## config.mk

```make
export PLATFORM = sky130hd
export DESIGN_NAME = mail_envelope_and_body_parser
export DESIGN_NICKNAME = d
export VERILOG_FILES = /design/src/mep_pkg.sv /design/src/mail_envelope_and_body_parser.sv
export SDC_FILE = /design/constraint.sdc
export NUM_CORES = 1
export LEC_CHECK = 0
export BUFFER_PORTS_ARGS = -buffer_cell sky130_fd_sc_hd__buf_2
export CORE_UTILIZATION = 38
export DETAILED_ROUTE_END_ITERATION = 8
export PLACE_DENSITY = 0.53
export SLEW_MARGIN = 15
export SYNTH_ARGS = -nofsm -noshare
export SYNTH_HDL_FRONTEND = slang
export SYNTH_SLANG_ARGS = --single-unit
```

## constraint.sdc

```tcl
create_clock -name clk -period 9.7 [get_ports clk]
set_clock_uncertainty 0.1 [all_clocks]
set_input_delay 0.485 -clock clk [delete_from_list [all_inputs] [get_ports clk]]
set_output_delay 0.485 -clock clk [all_outputs]
set_load 0.02 [all_outputs]
```

## src/mep_pkg.sv

```systemverilog
package mep_pkg;

	// byte codes
	localparam logic [7:0] NL  = 8'd10;
	localparam logic [7:0] DOT = 8'd46;

	// prefix lengths
	localparam int FROM_LEN = 10;
	localparam int RCPT_LEN = 8;
	localparam int DATA_LEN = 4;

	// recipient limit and widths; only CNT_W is derived from the limit
	localparam int MAX_RECIPIENTS = 1024;
	localparam int CNT_W          = $clog2(MAX_RECIPIENTS + 1);
	localparam int RCPT_IDX_W     = 10;
	localparam int MSG_W          = 16;
	localparam int POS_W          = 4;
	localparam int PHASE_W        = 3;

	// parser phases
	localparam logic [PHASE_W-1:0] PH_SENDER_PFX  = 3'd0;
	localparam logic [PHASE_W-1:0] PH_SENDER_ADDR = 3'd1;
	localparam logic [PHASE_W-1:0] PH_RCPT_PFX    = 3'd2;
	localparam logic [PHASE_W-1:0] PH_RCPT_ADDR   = 3'd3;
	localparam logic [PHASE_W-1:0] PH_DATA_LINE   = 3'd4;
	localparam logic [PHASE_W-1:0] PH_BODY        = 3'd5;
	localparam logic [PHASE_W-1:0] PH_ERROR       = 3'd6;

	// event codes
	typedef enum logic [2:0] {
		EV_SENDER_BYTE = 3'd0,
		EV_SENDER_END  = 3'd1,
		EV_RCPT_BYTE   = 3'd2,
		EV_RCPT_END    = 3'd3,
		EV_DATA        = 3'd4,
		EV_BODY_BYTE   = 3'd5,
		EV_END_MAIL    = 3'd6,
		EV_ERROR       = 3'd7
	} event_t;

	// "MAIL FROM:"
	function automatic logic [7:0] from_char(input logic [POS_W-1:0] pos);
		logic [7:0] c;
		unique case (pos)
			4'd0: c = "M";
			4'd1: c = "A";
			4'd2: c = "I";
			4'd3: c = "L";
			4'd4: c = " ";
			4'd5: c = "F";
			4'd6: c = "R";
			4'd7: c = "O";
			4'd8: c = "M";
			4'd9: c = ":";
			default: c = 8'd0;
		endcase
		return c;
	endfunction

	// "RCPT TO:"
	function automatic logic [7:0] rcpt_char(input logic [POS_W-1:0] pos);
		logic [7:0] c;
		unique case (pos)
			4'd0: c = "R";
			4'd1: c = "C";
			4'd2: c = "P";
			4'd3: c = "T";
			4'd4: c = " ";
			4'd5: c = "T";
			4'd6: c = "O";
			4'd7: c = ":";
			default: c = 8'd0;
		endcase
		return c;
	endfunction

	// "DATA"
	function automatic logic [7:0] data_char(input logic [POS_W-1:0] pos);
		logic [7:0] c;
		unique case (pos)
			4'd0: c = "D";
			4'd1: c = "A";
			4'd2: c = "T";
			4'd3: c = "A";
			default: c = 8'd0;
		endcase
		return c;
	endfunction

endpackage

```

## src/mail_envelope_and_body_parser.sv

```systemverilog
// mail envelope and body parser
// input channel: in_valid / in_ready carry one transcript byte per word,
//   lines ended by a newline byte
// output channel: out_valid / out_ready carry one event word: event_res,
//   out_byte, rcpt_index and message_number
// each input word gives zero or one output word (prefix bytes, blank lines
//   and held body dots give none)
// a byte taken sits in the input register; its event, if any, is written into
//   the output register when the byte leaves the input register
// throughput: one byte per cycle while events are taken; the parse state is
//   updated by short logic between the input register and the output register
// a stalled receiver holds the output register; the input stage still
//   drains bytes that make no event, and a byte that makes an event waits
//   in the input register until the output register is free or being taken
// reset (arst_n low) empties both registers and returns the parser to
//   waiting for a sender line, with recipient and message counts at zero
// a bad prefix or a recipient beyond the limit puts the parser into a
//   sticky error phase where every later byte gives an error event
module mail_envelope_and_body_parser import mep_pkg::*; (
	input  logic                  clk,
	input  logic                  arst_n,
	input  logic                  in_valid,
	output logic                  in_ready,
	input  logic [7:0]            in_byte,
	output logic                  out_valid,
	input  logic                  out_ready,
	output logic [2:0]            event_res,
	output logic [7:0]            out_byte,
	output logic [RCPT_IDX_W-1:0] rcpt_index,
	output logic [MSG_W-1:0]      message_number
);

	// input register
	logic       valid_s1;
	logic [7:0] byte_s1;

	// parse state
	logic [PHASE_W-1:0] phase_q,    phase_d;
	logic [POS_W-1:0]   pos_q,      pos_d;
	logic               at_start_q, at_start_d;
	logic               dot_held_q, dot_held_d;
	logic               lone_dot_q, lone_dot_d;
	logic [CNT_W-1:0]   rcpt_cnt_q, rcpt_cnt_d;
	logic [MSG_W-1:0]   msg_done_q, msg_done_d;

	// event of the byte in the input register
	logic                  emit;
	event_t                ev;
	logic [7:0]            ev_byte;
	logic [RCPT_IDX_W-1:0] ev_idx;

	logic out_valid_q;
	logic adv;

	always_comb begin
		phase_d    = phase_q;
		pos_d      = pos_q;
		at_start_d = at_start_q;
		dot_held_d = dot_held_q;
		lone_dot_d = lone_dot_q;
		rcpt_cnt_d = rcpt_cnt_q;
		msg_done_d = msg_done_q;
		emit       = 1'b0;
		ev         = EV_ERROR;
		ev_byte    = 8'd0;
		ev_idx     = '0;

		if (phase_q == PH_ERROR) begin
			emit = 1'b1;
		end else if (at_start_q && byte_s1 == NL) begin
			// blank line, dropped in every phase but the error phase
			emit = 1'b0;
		end else begin
			at_start_d = (byte_s1 == NL);
			unique case (phase_q)
				PH_SENDER_PFX: begin
					if (pos_q >= POS_W'(FROM_LEN) || byte_s1 != from_char(pos_q)) begin
						phase_d = PH_ERROR;
						emit    = 1'b1;
					end else if (pos_q == POS_W'(FROM_LEN - 1)) begin
						phase_d = PH_SENDER_ADDR;
						pos_d   = '0;
					end else begin
						pos_d = pos_q + POS_W'(1);
					end
				end
				PH_SENDER_ADDR: begin
					emit = 1'b1;
					if (byte_s1 == NL) begin
						phase_d = PH_RCPT_PFX;
						pos_d   = '0;
						ev      = EV_SENDER_END;
					end else begin
						ev      = EV_SENDER_BYTE;
						ev_byte = byte_s1;
					end
				end
				PH_RCPT_PFX: begin
					if (pos_q == '0 && byte_s1 == data_char('0)) begin
						// first letter of the data line
						phase_d = PH_DATA_LINE;
						pos_d   = POS_W'(1);
					end else if (pos_q >= POS_W'(RCPT_LEN) ||
							byte_s1 != rcpt_char(pos_q)) begin
						phase_d = PH_ERROR;
						emit    = 1'b1;
					end else if (pos_q == POS_W'(RCPT_LEN - 1)) begin
						// prefix complete: check the recipient limit
						if (rcpt_cnt_q >= CNT_W'(MAX_RECIPIENTS)) begin
							phase_d = PH_ERROR;
							pos_d   = POS_W'(RCPT_LEN);
							emit    = 1'b1;
						end else begin
							phase_d = PH_RCPT_ADDR;
							pos_d   = '0;
						end
					end else begin
						pos_d = pos_q + POS_W'(1);
					end
				end
				PH_RCPT_ADDR: begin
					emit   = 1'b1;
					ev_idx = RCPT_IDX_W'(rcpt_cnt_q);
					if (byte_s1 == NL) begin
						rcpt_cnt_d = rcpt_cnt_q + CNT_W'(1);
						phase_d    = PH_RCPT_PFX;
						pos_d      = '0;
						ev         = EV_RCPT_END;
					end else begin
						ev      = EV_RCPT_BYTE;
						ev_byte = byte_s1;
					end
				end
				PH_DATA_LINE: begin
					if (pos_q < POS_W'(DATA_LEN)) begin
						if (byte_s1 != data_char(pos_q)) begin
							phase_d = PH_ERROR;
							emit    = 1'b1;
						end else begin
							pos_d = pos_q + POS_W'(1);
						end
					end else if (byte_s1 == NL) begin
						// rest of the data line ignored, body starts after it
						phase_d    = PH_BODY;
						pos_d      = '0;
						dot_held_d = 1'b0;
						lone_dot_d = 1'b0;
						emit       = 1'b1;
						ev         = EV_DATA;
					end
				end
				PH_BODY: begin
					if (at_start_q && byte_s1 == DOT) begin
						dot_held_d = 1'b1;
						lone_dot_d = 1'b1;
					end else if (byte_s1 == NL && dot_held_q && lone_dot_q) begin
						// lone dot line closes the message
						dot_held_d = 1'b0;
						lone_dot_d = 1'b0;
						emit       = 1'b1;
						ev         = EV_END_MAIL;
						msg_done_d = msg_done_q + MSG_W'(1);
						phase_d    = PH_SENDER_PFX;
						pos_d      = '0;
						rcpt_cnt_d = '0;
					end else begin
						lone_dot_d = 1'b0;
						if (dot_held_q) begin
							// held dot dropped, this byte passes
							dot_held_d = 1'b0;
							emit       = 1'b1;
							ev         = EV_BODY_BYTE;
							ev_byte    = byte_s1;
						end else if (byte_s1 == DOT) begin
							dot_held_d = 1'b1;
						end else begin
							emit    = 1'b1;
							ev      = EV_BODY_BYTE;
							ev_byte = byte_s1;
						end
					end
				end
				default: begin
					phase_d = PH_ERROR;
					emit    = 1'b1;
				end
			endcase
		end
	end

	// the byte leaves the input register unless its event finds the output full and not being taken
	assign adv      = valid_s1 && (!emit || !out_valid_q || out_ready);
	assign in_ready = !valid_s1 || adv;

	always_ff @(posedge clk or negedge arst_n) begin
		if (!arst_n) begin
			valid_s1 <= 1'b0;
		end else if (in_ready) begin
			valid_s1 <= in_valid;
		end
	end

	always_ff @(posedge clk) begin
		if (in_valid && in_ready) begin
			byte_s1 <= in_byte;
		end
	end

	always_ff @(posedge clk or negedge arst_n) begin
		if (!arst_n) begin
			phase_q    <= PH_SENDER_PFX;
			pos_q      <= '0;
			at_start_q <= 1'b1;
			dot_held_q <= 1'b0;
			lone_dot_q <= 1'b0;
			rcpt_cnt_q <= '0;
			msg_done_q <= '0;
		end else if (adv) begin
			phase_q    <= phase_d;
			pos_q      <= pos_d;
			at_start_q <= at_start_d;
			dot_held_q <= dot_held_d;
			lone_dot_q <= lone_dot_d;
			rcpt_cnt_q <= rcpt_cnt_d;
			msg_done_q <= msg_done_d;
		end
	end

	// output register
	always_ff @(posedge clk or negedge arst_n) begin
		if (!arst_n) begin
			out_valid_q <= 1'b0;
		end else if (adv && emit) begin
			out_valid_q <= 1'b1;
		end else if (out_ready) begin
			out_valid_q <= 1'b0;
		end
	end

	always_ff @(posedge clk) begin
		if (adv && emit) begin
			event_res      <= ev;
			out_byte       <= ev_byte;
			rcpt_index     <= ev_idx;
			message_number <= msg_done_q;
		end
	end

	assign out_valid = out_valid_q;

`ifndef SYNTHESIS
	a_rcpt_limit: assert property (@(posedge clk) disable iff (!arst_n)
		rcpt_cnt_q <= CNT_W'(MAX_RECIPIENTS))
		else $error("recipient count beyond limit");

	a_error_sticky: assert property (@(posedge clk) disable iff (!arst_n)
		phase_q == PH_ERROR |=> phase_q == PH_ERROR)
		else $error("error phase left");

	a_msg_count: assert property (@(posedge clk) disable iff (!arst_n)
		adv && emit && ev == EV_END_MAIL |=> msg_done_q == $past(msg_done_q) + MSG_W'(1))
		else $error("message count not advanced at end of mail");

	a_msg_hold: assert property (@(posedge clk) disable iff (!arst_n)
		!(adv && emit && ev == EV_END_MAIL) |=> $stable(msg_done_q))
		else $error("message count moved without end of mail");

	a_no_overwrite: assert property (@(posedge clk) disable iff (!arst_n)
		adv && emit |-> !out_valid_q || out_ready)
		else $error("output register overwritten");
`endif

endmodule

```

* Word-level counts from Yosys, hierarchy flattened *
Memories as Yosys holds them, arrays and structs flattened.
Cells that the tools add are included.

word-level totals
  memory bits (read-only) = 168
  word-level logic and storage cells = 172
  output and inout port bits = 39
  memories = 2
  latch bits = 0
  memory bits (writable) = 0
  bits in registers = 84

cells by class
  mux-type cells = 83
  $add $sub $neg = 3
  reduce and logical (&&, ||, !) cells = 32
  eq/ne operators = 30
  bitwise gates (word level) = 4
  magnitude comparators = 4
  divide/modulo/power cells = 0
  multipliers = 0
  shift operators = 0

memories
  name             words  width  read ports  clocked after Yosys merged registers in  wr ports  RTL line       RTL
  (no name shown)  16     7      1           0                                        0         mep_pkg.sv:44  unique case (pos)
  (no name shown)  8      7      1           0                                        0         mep_pkg.sv:63  unique case (pos)

operators by type and width
  kind                                                        count
  2-to-1 mux 8 bit                                            17
  2-to-1 mux 4 bit                                            11
  2-to-1 mux 3 bit                                            12
  2-to-1 mux 11 bit                                           3
  2-to-1 mux 1 bit                                            25
  != test 8 bit                                               3
  one-hot mux 11 bit (2 select lines)                         1
  one-hot mux 7 bit (3 select lines)                          1
  one-hot mux 4 bit (5 select lines)                          1
  adder 16 x 1 -> 16 bit (second input constant)              1
  one-hot mux 8 bit (2 select lines)                          1
  != test 3 bit (second input constant)                       5
  one-hot mux 3 bit (5 select lines)                          1
  2-to-1 mux 2 bit                                            6
  != test 2 bit (second input constant)                       6
  one-hot mux 3 bit (4 select lines)                          1
  AND reduction 6 bit                                         2
  adder 11 x 1 -> 11 bit (second input constant)              1
  greater-or-equal comparator 11 bit (second input constant)  1
  AND reduction 10 bit                                        1
  == test 3 bit (second input constant)                       3
  AND reduction 9 bit                                         1
  == test 4 x 2 -> 1 bit (second input constant)              2
  == test 8 x 4 -> 1 bit (second input constant)              1
  other kinds (26)                                            49

* Logic depth before layout (Yosys ltp) *
  depth after elaboration = 19
  mapped depth = 14
  gate-level depth less buffers = 10

* Least setup slack after synthesis *
Ideal clock, no wire load.

  path type = flip-flop to flip-flop
  from = register pos_q[0]
  to = register event_res[0] (enable)
  data arrival time = 3.800 ns
  library setup time = 0.432 ns
  required time = 9.168 ns
  stages on the path, launching flop included = 12
  slack = 5.369 ns
  path through = dfrtp_1 -> inv_1 -> ha_1 -> clkbuf_1 -> mux2i_1 -> xor2_1 -> a311oi_1 -> and3_1 -> a211oi_1 -> o21a_1 -> o21ai_0 -> nor2_1

on the way
  cells in the longest elaborated chain, start to end = 18
  elaborated cells on any way between the ends = 44
  classes of those cells = 3 x order compare; 7 x eq/ne; 22 x mux; 10 x reduce/logical; 2 x memory

ends and longest elaborated chain
  what                                                                    RTL line                                                                    RTL
  start, declared                                                         mail_envelope_and_body_parser.sv:39                                         logic [POS_W-1:0] pos_q, pos_d;
  start signal, assigned                                                  mail_envelope_and_body_parser.sv:220                                        pos_q <= pos_d;
  memory read (8 x 7 bit) (tied with other cells)                         --
  2-to-1 mux 8 bit or OR reduction 2 bit (tied branches)                  --
  2-to-1 mux 8 bit or one-hot mux 7 bit (3 select lines) (tied branches)  mail_envelope_and_body_parser.sv:99, mep_pkg.sv:80
  2-to-1 mux 8 bit (on tied branches)                                     mail_envelope_and_body_parser.sv:75, mail_envelope_and_body_parser.sv:135
  2-to-1 mux 8 bit (on tied branches)                                     mail_envelope_and_body_parser.sv:70, mail_envelope_and_body_parser.sv:75
  2-to-1 mux 8 bit (on tied branches)                                     mail_envelope_and_body_parser.sv:68, mail_envelope_and_body_parser.sv:70
  != test 8 bit or 2-to-1 mux 8 bit (tied branches)                       mail_envelope_and_body_parser.sv:104, mail_envelope_and_body_parser.sv:68
  logical OR 1 bit or != test 8 bit (tied branches)                       mail_envelope_and_body_parser.sv:103, mail_envelope_and_body_parser.sv:136
  2-to-1 mux 1 bit (on tied branches)                                     mail_envelope_and_body_parser.sv:103, mail_envelope_and_body_parser.sv:136
  2-to-1 mux 1 bit (on tied branches)                                     mail_envelope_and_body_parser.sv:99, mail_envelope_and_body_parser.sv:135
  one-hot mux 1 bit (4 select lines) (*)                                  mail_envelope_and_body_parser.sv:75                                         unique case (phase_q)
  2-to-1 mux 1 bit (*)                                                    mail_envelope_and_body_parser.sv:70                                         end else if (at_start_q && byte_s1 == NL) begin
  2-to-1 mux 1 bit (*)                                                    mail_envelope_and_body_parser.sv:68                                         if (phase_q == PH_ERROR) begin
  logical NOT 1 bit                                                       mail_envelope_and_body_parser.sv:192                                        assign adv = valid_s1 && (!emit || !out_valid_q || out_ready);
  logical OR 1 bit (2 in series)                                          mail_envelope_and_body_parser.sv:192
  logical AND 1 bit                                                       mail_envelope_and_body_parser.sv:192
  logical AND 1 bit (*)                                                   mail_envelope_and_body_parser.sv:241                                        if (adv && emit) begin
  end signal, assigned                                                    mail_envelope_and_body_parser.sv:242                                        event_res <= ev;
  end, declared                                                           mail_envelope_and_body_parser.sv:27                                         output logic [2:0] event_res,

Every way passes the cells marked *; elsewhere a longest branch is shown, timed or not. The select of a mux whose other input is x is not followed.
A chain may end at the register's enable or synchronous reset.

* Final worst setup path *
  from = register pos_q[2]
  to = register pos_q[0]

on the way
  cells in the longest elaborated chain, start to end = 18
  elaborated cells on any way between the ends = 55
  classes of those cells = 3 x order compare; 11 x eq/ne; 29 x mux; 10 x reduce/logical; 2 x memory

ends and longest elaborated chain
  what                                                                    RTL line
  memory read (8 x 7 bit) (tied with other cells)                         --
  2-to-1 mux 8 bit or OR reduction 2 bit (tied branches)                  --
  2-to-1 mux 8 bit or one-hot mux 7 bit (3 select lines) (tied branches)  mail_envelope_and_body_parser.sv:99, mep_pkg.sv:80
  2-to-1 mux 8 bit (on tied branches)                                     mail_envelope_and_body_parser.sv:75, mail_envelope_and_body_parser.sv:135
  2-to-1 mux 8 bit (on tied branches)                                     mail_envelope_and_body_parser.sv:70, mail_envelope_and_body_parser.sv:75
  2-to-1 mux 8 bit (on tied branches)                                     mail_envelope_and_body_parser.sv:68, mail_envelope_and_body_parser.sv:70
  != test 8 bit or 2-to-1 mux 8 bit (tied branches)                       mail_envelope_and_body_parser.sv:104, mail_envelope_and_body_parser.sv:68
  logical OR 1 bit or != test 8 bit (tied branches)                       mail_envelope_and_body_parser.sv:103, mail_envelope_and_body_parser.sv:136
  2-to-1 mux 1 bit (on tied branches)                                     mail_envelope_and_body_parser.sv:103, mail_envelope_and_body_parser.sv:136
  2-to-1 mux 1 bit (on tied branches)                                     mail_envelope_and_body_parser.sv:99, mail_envelope_and_body_parser.sv:135
  one-hot mux 1 bit (4 select lines)                                      mail_envelope_and_body_parser.sv:75
  2-to-1 mux 1 bit                                                        mail_envelope_and_body_parser.sv:70
  2-to-1 mux 1 bit                                                        mail_envelope_and_body_parser.sv:68
  logical NOT 1 bit                                                       mail_envelope_and_body_parser.sv:192
  logical OR 1 bit (2 in series)                                          mail_envelope_and_body_parser.sv:192
  logical AND 1 bit                                                       mail_envelope_and_body_parser.sv:192
  AND reduction 9 bit (no line)                                           --

Several ways; a longest one is shown, not always the timed one. The select of a mux whose other input is x is not followed.

==> flow_summary.json <==
{
  "synth.area.mux_share_pct": 1.82,
  "drt-met1-wl_um": 5480,
  "via_count": 3586,
  "max-slew-margin-rel_pct": 29.4,
  "yosys.area.top_type": "edfxtp_1",
  "cp.required_ns": 9.83,
  "rsz0062_at_grt": "no",
  "dr_wl_met2_um": 4690,
  "synthTopCellsByCount": "edfxtp_1 (45), nor2_1 (41), dfrtp_1 (38)",
  "grt_max_degree": 40,
  "clock.fmax_mhz": 224,
  "post_cts_resized": 0,
  "drive_gt1_share_pct": 16.2,
  "cts_tree": "built",
  "drtPass1Iterations": 7,
  "grt_pass1_vias": 3227,
  "p_int_uw": 916,
  "async_reset_ff_share_pct": 46.4,
  "finalWirelength_um": 10800,
  "cp-start-kind": "flip-flop",
  "grt_usage_pct": 17.9,
  "synth-compound-area-share_pct": 14.7,
  "clk_latency_ns": 0.34,
  "wl_met3_um": 568,
  "path_class": "flip-flop to flip-flop",
  "p_seq_share_pct": 38.3,
  "seq_area_frac_synth_pct": 50.5,
  "yosysTopAreaCellShare_pct": 29.3,
  "via_per_inst": 5.62,
  "drtIter0Drc": 328,
  "yosys.area_share.simple_pct": 22.5,
  "diodes": 0,
  "start_util_pct": 39.7,
  "ir_worst_vdd_v": 0.000183,
  "clkTransAtPathRegs_ns": 0.07,
  "floorplan.die.height_um": 112,
  "post_cts_buffers": 0,
  "hold_viol_final": 0,
  "die_area_mm2": 0.0126,
  "fin_nets": 513,
  "grt_antenna_before_repair": 0,
  "synth_edf_count": 45,
  "yosysMostFrequentCell": "edfxtp_1",
  "grt_pass1_wl_um": 17500,
  "power.share.switching_pct": 40.4,
  "clock_path_buffers": 2,
  "wl_per_cell_um": 17.0,
  "syn_area_mm2": 0.00461,
  "avgSynthCellArea_um2": 10.2,
  "hold_buffers": 0,
  "synth_cell_type_count": 61,
  "end_kind": "flip-flop",
  "fin_setup_tns_ns": 0,
  "io_pins": 51,
  "ctsHtreeMaxLevel": 3,
  "slew_viol_final": 0,
  "syn_inst": 452,
  "final_design_area_no_fill_mm2": 0.00527,
  "yosys_warnings": 0,
  "pwr-share-comb_pct": 37.4,
  "dp.final_hpwl_um": 7550,
  "synth-xor-area-share_pct": 3.99,
  "maxUsedRoutingLayer": "met4",
  "core_region_area_mm2": 0.0116,
  "synthFlopType": "edfxtp_1",
  "grt_remaining_overflow": 0,
  "hp-class": "input port to async pin",
  "worst_pin_slew_ns": 1.06,
  "cts_root_buf": "clkbuf_16",
  "fin_crit_sh_pct": 46.0,
  "port_buffers": 50,
  "netSwitchingPower_uw": 621,
  "arrival_ns": 4.59,
  "gp_congestion": 0.913,
  "syn_nets": 475,
  "cts_sinks": 84,
  "die_x_um": 112,
  "synthTopCellsByArea": "edfxtp_1 (29%), dfrtp_1 (21%), xor2_1 (3.6%), nor2_1 (3.3%), ha_1 (3.0%)",
  "failed_checks": "DRC",
  "ys_ff_latch": 84,
  "area_delta_synth_final_pct": 14.2,
  "synthAdderAreaFrac_pct": 2.98,
  "placed_area_mm2": 0.00494,
  "setup-violations-final": 0,
  "maxCapViolCount": 0,
  "synth_top_family_by_area": "simple AND/OR/NAND/NOR gates",
  "power_frac_clock_pct": 24.4,
  "period_needed_ns": 4.46,
  "powerDensity_mw_per_mm2": 292,
  "cp_max_fo": 23,
  "drt.antenna.violating_nets": 0,
  "cts_buffers": 9,
  "status": "finished, violations left",
  "row_count": 39,
  "route.detailed.drc": 11,
  "leakage_uw": 0.00193
}
## layout make-up
cell class | instances | area (um^2)
Clock inverter | 6 | 95.1
Inverter | 11 | 41.3
Tap cell | 143 | 179
Timing Repair Buffer | 52 | 265
Sequential cell | 84 | 2330
Clock buffer | 10 | 229
Multi-Input combinational cell | 332 | 2130
Fill cell | 1101 | 6340
## power groups by stage
| stage | registers (uW) | clock network, uW | logic (uW) |
|---|---|---|---|
| final | 588 | 375 | 574 |
| after global routing | 602 | 399 | 635 |
| after CTS | 586 | 383 | 574 |
| after detailed placement | 592 | 0 | 570 |
| after global placement | 589 | 0 | 572 |
| after floorplan | 589 | 0 | 412 |
## flip-flops by register name, summed over array words and instances (netlist names)
register,flops
at_start_q,1
byte_s1,8
dot_held_q,1
event_res,3
lone_dot_q,1
message_number,16
msg_done_q,16
out_byte,8
out_valid,1
phase_q,3
pos_q,4
rcpt_cnt_q,11
rcpt_index,10
valid_s1,1
## metal layers
layer  vias to the layer above  track usage, %
met5                         -               0
met3                        10            4.86
met4                         0            4.27
li1                       1741               -
met2                       114            26.3
met1                      1721            26.1
## path summary, 6_finish.rpt
path	start	to	slack (ns)	cells after the start
min	arst_n	dot_held_q	0.16	1
max	pos_q[2]	pos_q[0]	5.24	11
max in group asynchronous	arst_n	rcpt_cnt_q[3]	8.76	1
max reg2reg	pos_q[2]	pos_q[0]	5.24	11
min in group clk	in_byte[4]	byte_s1[4]	0.22	1
min reg2reg	msg_done_q[15]	msg_done_q[15]	0.37	1
## metrics by stage
stage	power (uW)	instances	worst slack (ns)	utilization, %	hold slack [ns]
4_1_cts	1540	638	5.27	45.4	0.208
6_report	1540	638	5.24	45.4	0.163
3_3_place_gp	1160	622	5.34	42.6	0.354
2_1_floorplan	1000	452	5.37	-	0.0894
5_1_grt	1640	638	5.01	45.4	0.206
3_5_place_dp	1160	622	5.28	42.6	0.365
## layout by cell type (no fill, tap or decap), types with 3 or more instances in the layout
master and n:
edfxtp_1 45, mux2i_1 5, nand2b_1 12, inv_1 10, or4_1 4, or3_1 7, or2_2 4, nand2_1 26
ha_1 11, nand4_1 6, mux2_2 3, o21ai_0 25, o41ai_1 4, nand3_1 20, a21o_1 4, a211oi_1 4
o31ai_1 15, a31oi_1 3, a21oi_1 16, nor3_1 13, clkbuf_16 9, dfrtp_1 38, buf_2 50, xor2_1 19
and2_1 19, nor3b_1 6, nor4_1 9, o21a_1 3, nor2b_1 7, nor2_1 40, and3_1 12
## critical path, stage by stage, from the launching register on
cell and delay, ns:
dfrtp_1 0.81, inv_1 0.14, ha_1 0.32, xnor2_1 0.14, a2111oi_2 0.36, nand4_1 0.16
or4b_1 0.52, a211o_1 0.34, o21a_1 0.39, buf_4 0.31, or3_1 0.45, o31a_1 0.29
## logic make-up after synthesis
kind of cell    Yosys count
simple gates            194
compound gates           98
flops                    84
buf+inv                  36
xor+xnor                 21
fa+ha+maj                11
mux                       8
(Power assumes the default switching activity.)
